**config.mk**
```make
export PLATFORM = sky130hd
export DESIGN_NAME = segalloc_cell
export DESIGN_NICKNAME = d
export VERILOG_FILES = /design/src/segalloc_pkg.sv /design/src/segalloc_cell.sv
export SDC_FILE = /design/constraint.sdc
export NUM_CORES = 1
export LEC_CHECK = 0
export ABC_AREA = 1
export BUFFER_PORTS_ARGS = -buffer_cell sky130_fd_sc_hd__buf_2
export CELL_PAD_IN_SITES_DETAIL_PLACEMENT = 1
export CELL_PAD_IN_SITES_GLOBAL_PLACEMENT = 1
export CORE_MARGIN = 2
export CORE_UTILIZATION = 34
export CTS_CLUSTER_SIZE = 16
export DETAILED_ROUTE_END_ITERATION = 8
export GPL_TIMING_DRIVEN = 1
export PLACE_DENSITY = 0.87
export SKIP_CTS_REPAIR_TIMING = 1
export SLEW_MARGIN = 10
export SYNTH_ARGS = -nofsm -noshare
export SYNTH_HDL_FRONTEND = slang
export SYNTH_SLANG_ARGS = --single-unit
```
**constraint.sdc**
```tcl
create_clock -name clk -period 3.35 [get_ports clk]
set_input_delay 0.5025 -clock clk [delete_from_list [all_inputs] [get_ports clk]]
set_output_delay 0.5025 -clock clk [all_outputs]
set_load 0.005 [all_outputs]
```
**src/segalloc_pkg.sv**
```systemverilog
// Shared types and codes for the segment allocator.
// Used by segalloc_cell and segment_allocator_fit_policy; depends on nothing.
`default_nettype none
package segalloc_pkg;

  localparam int ADDR_BITS = 16;
  localparam int LEN_W     = ADDR_BITS + 1;
  localparam int ID_W      = 31;

  localparam logic [1:0] OP_ALLOC = 2'd0;
  localparam logic [1:0] OP_FREE  = 2'd1;
  localparam logic [1:0] OP_INIT  = 2'd2;

  localparam logic [1:0] FIT_FIRST = 2'd0;
  localparam logic [1:0] FIT_BEST  = 2'd1;
  localparam logic [1:0] FIT_WORST = 2'd2;

  localparam logic [0:0] REG_FIT_MODE   = 1'd0;
  localparam logic [0:0] REG_ARENA_SIZE = 1'd1;

  localparam logic [2:0] ST_OK     = 3'd0;
  localparam logic [2:0] ST_NOFIT  = 3'd1;
  localparam logic [2:0] ST_NOID   = 3'd2;
  localparam logic [2:0] ST_NOINIT = 3'd3;
  localparam logic [2:0] ST_FULL   = 3'd4;
  localparam logic [2:0] ST_ZERO   = 3'd5;

  localparam logic [2:0] CMD_NONE  = 3'd0;
  localparam logic [2:0] CMD_INIT  = 3'd1;
  localparam logic [2:0] CMD_EXACT = 3'd2;
  localparam logic [2:0] CMD_SPLIT = 3'd3;
  localparam logic [2:0] CMD_FREE  = 3'd4;
  localparam logic [2:0] CMD_MERGE = 3'd5;

  typedef struct packed {
    logic [ADDR_BITS-1:0] start;
    logic [LEN_W-1:0]     len;
    logic [ID_W-1:0]      owner;
    logic                 used;
  } entry_t;

  // search token handed from cell to cell
  typedef struct packed {
    logic                 found;
    logic                 fresh;
    logic                 pfree;
    logic                 nfree;
    logic [LEN_W-1:0]     len;
    logic [ADDR_BITS-1:0] start;
  } tok_t;

  typedef struct packed {
    logic [2:0]       code;
    logic [LEN_W-1:0] size;
    logic [ID_W-1:0]  id;
    logic [LEN_W-1:0] init_len;
  } cmd_t;

endpackage
`default_nettype wire

```
**src/segalloc_cell.sv**
```systemverilog
// One table slot: holds a segment entry, passes the search token on and
// applies broadcast table commands. Depends on segalloc_pkg.
`default_nettype none
module segalloc_cell #(
  parameter int IW    = 6,
  parameter int CW    = 7,
  parameter int INDEX = 0
) (
  input  wire                          clk,
  input  segalloc_pkg::cmd_t           cmd,
  input  wire [IW-1:0]                 cmd_k,
  input  wire [CW-1:0]                 count,
  input  wire                          scan_free,
  input  wire [1:0]                    fit_mode,
  input  wire [segalloc_pkg::ID_W-1:0] rid,
  input  segalloc_pkg::entry_t         left,
  input  segalloc_pkg::entry_t         right,
  input  segalloc_pkg::tok_t           tok_in,
  input  wire [IW-1:0]                 tok_in_idx,
  output segalloc_pkg::entry_t         ent,
  output segalloc_pkg::tok_t           tok_out,
  output logic [IW-1:0]                tok_out_idx
);

  localparam logic [CW-1:0] ME = CW'(INDEX);

  logic                 active;
  logic                 elig;
  logic                 take;
  segalloc_pkg::tok_t   tok_next;
  logic [IW-1:0]        idx_next;
  logic [CW-1:0]        k_w;
  logic [CW-1:0]        k_p1;

  assign active = ME < count;
  assign k_w    = CW'(cmd_k);
  assign k_p1   = k_w + CW'(1);

  always_comb begin
    if (scan_free) begin
      elig = active && ent.used && (ent.owner == rid);
    end else begin
      elig = active && !ent.used && (ent.len >= cmd.size);
    end
    take = !tok_in.found;
    if (!scan_free && tok_in.found) begin
      if (fit_mode == segalloc_pkg::FIT_BEST) begin
        take = ent.len < tok_in.len;
      end else if (fit_mode == segalloc_pkg::FIT_WORST) begin
        take = ent.len > tok_in.len;
      end
    end
    tok_next       = tok_in;
    tok_next.fresh = 1'b0;
    idx_next       = tok_in_idx;
    if (tok_in.fresh) begin
      tok_next.nfree = active && !ent.used;
    end
    if (elig && take) begin
      tok_next.found = 1'b1;
      tok_next.fresh = 1'b1;
      tok_next.pfree = !left.used;
      tok_next.nfree = 1'b0;
      tok_next.len   = ent.len;
      tok_next.start = ent.start;
      idx_next       = IW'(INDEX);
    end
  end

  always_ff @(posedge clk) begin
    tok_out     <= tok_next;
    tok_out_idx <= idx_next;
    case (cmd.code)
      segalloc_pkg::CMD_INIT: begin
        if (ME == '0) begin
          ent.start <= '0;
          ent.len   <= cmd.init_len;
          ent.owner <= '0;
          ent.used  <= 1'b0;
        end
      end
      segalloc_pkg::CMD_EXACT: begin
        if (ME == k_w) begin
          ent.used  <= 1'b1;
          ent.owner <= cmd.id;
        end
      end
      segalloc_pkg::CMD_SPLIT: begin
        if (ME == k_w) begin
          ent.len   <= cmd.size;
          ent.used  <= 1'b1;
          ent.owner <= cmd.id;
        end else if (ME == k_p1) begin
          ent.start <= left.start + cmd.size[segalloc_pkg::ADDR_BITS-1:0];
          ent.len   <= left.len - cmd.size;
          ent.owner <= '0;
          ent.used  <= 1'b0;
        end else if (ME > k_p1) begin
          ent <= left;
        end
      end
      segalloc_pkg::CMD_FREE: begin
        if (ME == k_w) begin
          ent.used  <= 1'b0;
          ent.owner <= '0;
        end
      end
      segalloc_pkg::CMD_MERGE: begin
        if (ME == k_w) begin
          ent.len <= ent.len + right.len;
        end else if (ME > k_w) begin
          ent <= right;
        end
      end
      default: begin
      end
    endcase
  end

endmodule
`default_nettype wire

```
# Word-level counts from Yosys, hierarchy flattened
# Index checks and enable logic that the tools add are counted.
[word_totals] out_inout_bits=108 inputBits=289 word_cells=72 ff_bits=108
[op_classes] n_eq_ne=16 addsub=4 reduce_logical=17 n_lt_le_gt_ge=6 mux=18
[op_table] op="two-way mux 65 bit" count=3
[op_table] op="one-hot mux 32 bit (5 select lines)" count=1
[op_table] op="one-hot mux 33 bit (3 select lines)" count=1
[op_table] op="two-way mux 32 bit" count=3
[op_table] op="two-way mux 49 bit" count=1
[op_table] op="two-way mux 36 bit" count=1
[op_table] op="two-way mux 16 bit" count=2
[op_table] op="== test 31 bit" count=1
[op_table] op="adder 17 bit" count=1
[op_table] op="greater-or-equal comparator 17 bit" count=1
[op_table] op="> comparator 17 bit" count=1
[op_table] op="< comparator 17 bit" count=1
[op_table] op="two-way mux 17 bit" count=1
[op_table] op="subtractor 17 bit" count=1
[op_table] op="adder 16 bit" count=1
[op_table] op="logical NOT 7 bit" count=2
[op_table] op="inequality test 2 bit (second input constant)" count=5
[op_table] op="adder 6 x 1 -> 7 bit (second input constant)" count=1
[op_table] op="> comparator 1 x 7 -> 1 bit (first input constant)" count=1
[op_table] op="< comparator 1 x 7 -> 1 bit (first input constant)" count=1
[op_table] op="== test 3 x 2 -> 1 bit (second input constant)" count=2
[op_table] op="== test 3 bit (second input constant)" count=2
[op_table] op="> comparator 1 x 6 -> 1 bit (first input constant)" count=1
[op_table] op="logical AND 1 bit" count=6
[op_table] op="12 further kinds" count=20

# Logic depth before layout (Yosys ltp)
[logic_depth] word_depth=6 mapped_depth=17 depth_no_buf=17

# Worst setup path after synthesis
# Ideal clock, no wire load.
[synth_path] kind="input to register" startpoint="input port cmd_k[0]" endpoint="register ent[0] (netlist bit), enable pin" setup_time_ns=0.421 t_arrival_ns=2.700 stages=7 t_required_ns=2.929 setup_slack_ns=0.229 path_buffers=0 cell_sequence="inv_1 ha_1 nor4_1 nor2_1 nor4_1 nor2_1 nor2_1"
[synth_between] elab_chain_cells=4 word_cells_on_any_way=11 cone_classes="add/sub (1); order compare (2); eq/ne (5); reduce/logical (3)"
[synth_rtl] item="start, declared" line="segalloc_cell.sv:11" text="input wire [IW-1:0] cmd_k,"
[synth_rtl] item="adder 6 x 1 -> 7 bit" line="segalloc_cell.sv:37" text="assign k_p1 = k_w + CW'(1);"
[synth_rtl] item="> comparator 1 x 7 -> 1 bit / logical NOT 7 bit (equally long branches)" line="segalloc_cell.sv:98, segalloc_cell.sv:93"
[synth_rtl] item="inequality test 4 bit (no source line)"
[synth_rtl] item="AND reduction 6 bit (no source line) (*)"
[synth_rtl] item="end signal, assigned" line="segalloc_cell.sv:99" text="ent <= left;"
[synth_rtl] item="end signal, assigned" line="segalloc_cell.sv:112" text="ent <= right;"
[synth_rtl] item="end, declared" line="segalloc_cell.sv:20" text="output segalloc_pkg::entry_t ent,"
# Mark *: on every way between the ends. The rest lies on a longest branch, timed or not.
# A chain may end at the register's enable or synchronous reset.

==> impl_metrics.yaml <==
synthesis:
  ys.flop_type: "edfxtp_1"
  synthCells: 1436
  ys.warnings.count: 0
  synth_edf_count: 65
  ys_seq_elements: 108
  ys_types: 43
  ys_seq_area_share_pct: 29.3
  syn-num-nets: 1811
  async_flop_share_pct: 0
  synth_area_sq_mm: 0.00961
  avgSynthCellArea_sq_um: 6.69
layout:
  syn2layout_area_growth_pct: 27.5
  multi_input_area_sq_mm: 0.00588
  final_common_cell: "nand2_1"
  regArea_sq_mm: 0.00281
  fin_area_sq_mm: 0.0123
  drive_gt1_share_pct: 24.9
  fillers: 3810
  nNetsFinal: 2186
  instances_no_fill: 2201
  final_cell_mix: "nand2_1, buf_2, inv_1"
placed_design:
  place.gp.congestion: 0.959
  placed_cells: 2178
  hpwl_um: 36800
  portBuffers: 396
  place_area_sq_mm: 0.0120
floorplanning:
  core-area_sq_mm: 0.0278
  dieHeight_um: 172
  io_pins: 397
  die_w_um: 172
  die_area_sq_mm: 0.0296
  row_count: 61
  initial_core_util_pct: 34.6
global_route:
  grt_max_degree: 66
  grt_pass1_wl_um: 65100
  antenna_found_initial: 6
  grt_pass1_vias: 11600
  grt-ovfl-total: 0
  groute.usage.overall_pct: 28.9
sta:
  rsz0062_at_grt: "no"
  report.final.hold_viol_count: 0
  max_slew_margin_pct: 41.6
  finClkSkew_ns: 0.0118
  worstMarginPinSlew_ns: 0.875
  finalCritPeriodShare_pct: 77.6
  fmax_mhz: 385
  fin_crit_ns: 2.60
  slew_violations: 0
  setup_tns_ns: 0
  setup_viol: 0
critical_path:
  critPathMaxFanout: 35
  crit_type: "reg2reg"
  startpoint_type: "register"
  reg2reg_depth: 12
  endpoint_kind: "register"
  worstPathRequired_ns: 3.65
  critPathArrivalTime_ns: 2.90
hold_path:
  hp-class: "in2reg"
  holdPathStages: 3
route:
  first_iter_violations: 742
  antenna_left: 0
  vias_per_cell: 5.28
  route.detailed.drc: 0
  firstDrtPassIters: 7
  wl_um: 44200
  vias: 11600
  wl_per_cell_um: 20.1
cts:
  cts_root_buffer: "clkbuf_16"
  cts_max_path_buffers: 2
  cts_made_buffers: 9
  clkSinkCount: 108
  cts_tree: "built"
  htree_levels: 3
  clk_transition_reported_paths_ns: 0.08
  clk_latency_ns: 0.37
power:
  netSwitchingPower_uw: 1520
  sequentialPowerShare_pct: 39.7
  share_comb_of_total_power_pct: 34.5
  swShare_pct: 36.8
  p_per_area_mw_per_mm2: 337
  irDropWorstVdd_v: 0.000193
  p_int_uw: 2610
  pwr-share-clk_pct: 25.8
  p_leak_uw: 0.00649
run:
  drv_cap: 0
outcome:
  status: "completed"
## final timing paths
path / start / end / slack, ns
setup / recovery: ent[48] / tok_out[16] / 0.75
hold / removal: tok_in[10] / tok_out[10] / 0.33
setup reg to reg: ent[48] / tok_out[16] / 0.75
hold reg to reg: ent[60] / tok_out[11] / 0.51
## registers in the layout (all words and copies together), names as in the netlist
name	flops
tok_out_idx	6
ent	65
tok_out	37
## routing by layer
| metal | up-vias | wire [um] | track usage (%) | part of all wire (%) |
|---|---|---|---|---|
| met5 | - | 13 | 0 | 0.029 |
| met4 | 2 | 1340 | 9.61 | 3.0 |
| met3 | 76 | 3020 | 5.33 | 6.8 |
| met2 | 424 | 21600 | 50.6 | 49 |
| met1 | 5575 | 18300 | 35.7 | 41 |
| li1 | 5543 | - | - | - |
## cell families (layout without fill, tap and decap cells)
family                     Yosys count  after routing  share of synthesized area (%)
DFF                                108            108                           29.3
adders and majority gates           86             86                           11.4
xor gates and xnor gates            24             24                           2.19
other                                0              7                              0
buffers and inverters              232            612                           9.79
AOI/OAI and AO/OA                  282            282                           16.1
and+or+nand+nor                    704            704                           31.2
## per-stage QoR
stage / worst slack [ns] / utilization (%) / total power [uW] / hold WS (ns)
detailed placement: 0.520 / 43.0 / 3070 / 0.497
global placement: 0.567 / 43.0 / 3010 / 0.497
finish: 0.750 / 44.1 / 4130 / 0.326
global route: 0.554 / 44.0 / 4390 / 0.324
CTS: 0.745 / 44.0 / 4140 / 0.312
floorplan: 0.229 / - / 2430 / 0.498
## synth_stat cells, drive strengths merged, types with 8 or more instances
library cell	instances	area share [%]
nand2	431	17
inv	184	7.2
o21ai	127	6.6
nand3	114	6.0
a21oi	101	5.3
nor2	92	3.6
ha	83	11
edfxtp	65	20
dfxtp	43	9.0
buf	32	2.0
a22oi	31	2.4
nand4	28	1.9
xnor2	16	1.5
clkbuf	15	0.59
or2	15	0.98
nand3b	11	0.86
xor2	8	0.73
## critical path, stage by stage, from the launching register on
cell	delay [ns]
edfxtp_1	0.53
ha_1	0.40
nand2_1	0.09
nor2_1	0.21
nand2_1	0.09
inv_1	0.08
nand4_1	0.08
nand4_1	0.17
nand2_1	0.09
nand2_2	0.10
buf_4	0.41
nand3_1	0.17
nand2_1	0.11
## layout make-up
cell class | instances | area share, %
diodes | 7 | 0.143
clock buffers | 10 | 1.87
clock inverters | 6 | 0.388
inverters | 185 | 5.67
multi-input cells | 1096 | 48.0
flip-flops and latches | 108 | 23.0
well taps | 378 | 3.86
repair buffers | 411 | 17.1
## power by group through the flow
stage | Sequential, uW | Combinational (uW) | Clock [uW]
final | 1640 | 1430 | 1060
after global routing | 1650 | 1600 | 1140
after CTS | 1640 | 1420 | 1090
after detailed placement | 1670 | 1400 | 0
after global placement | 1660 | 1350 | 0
after floorplan | 1630 | 799 | 0
Note: power is estimated with default switching activity, not from simulation.
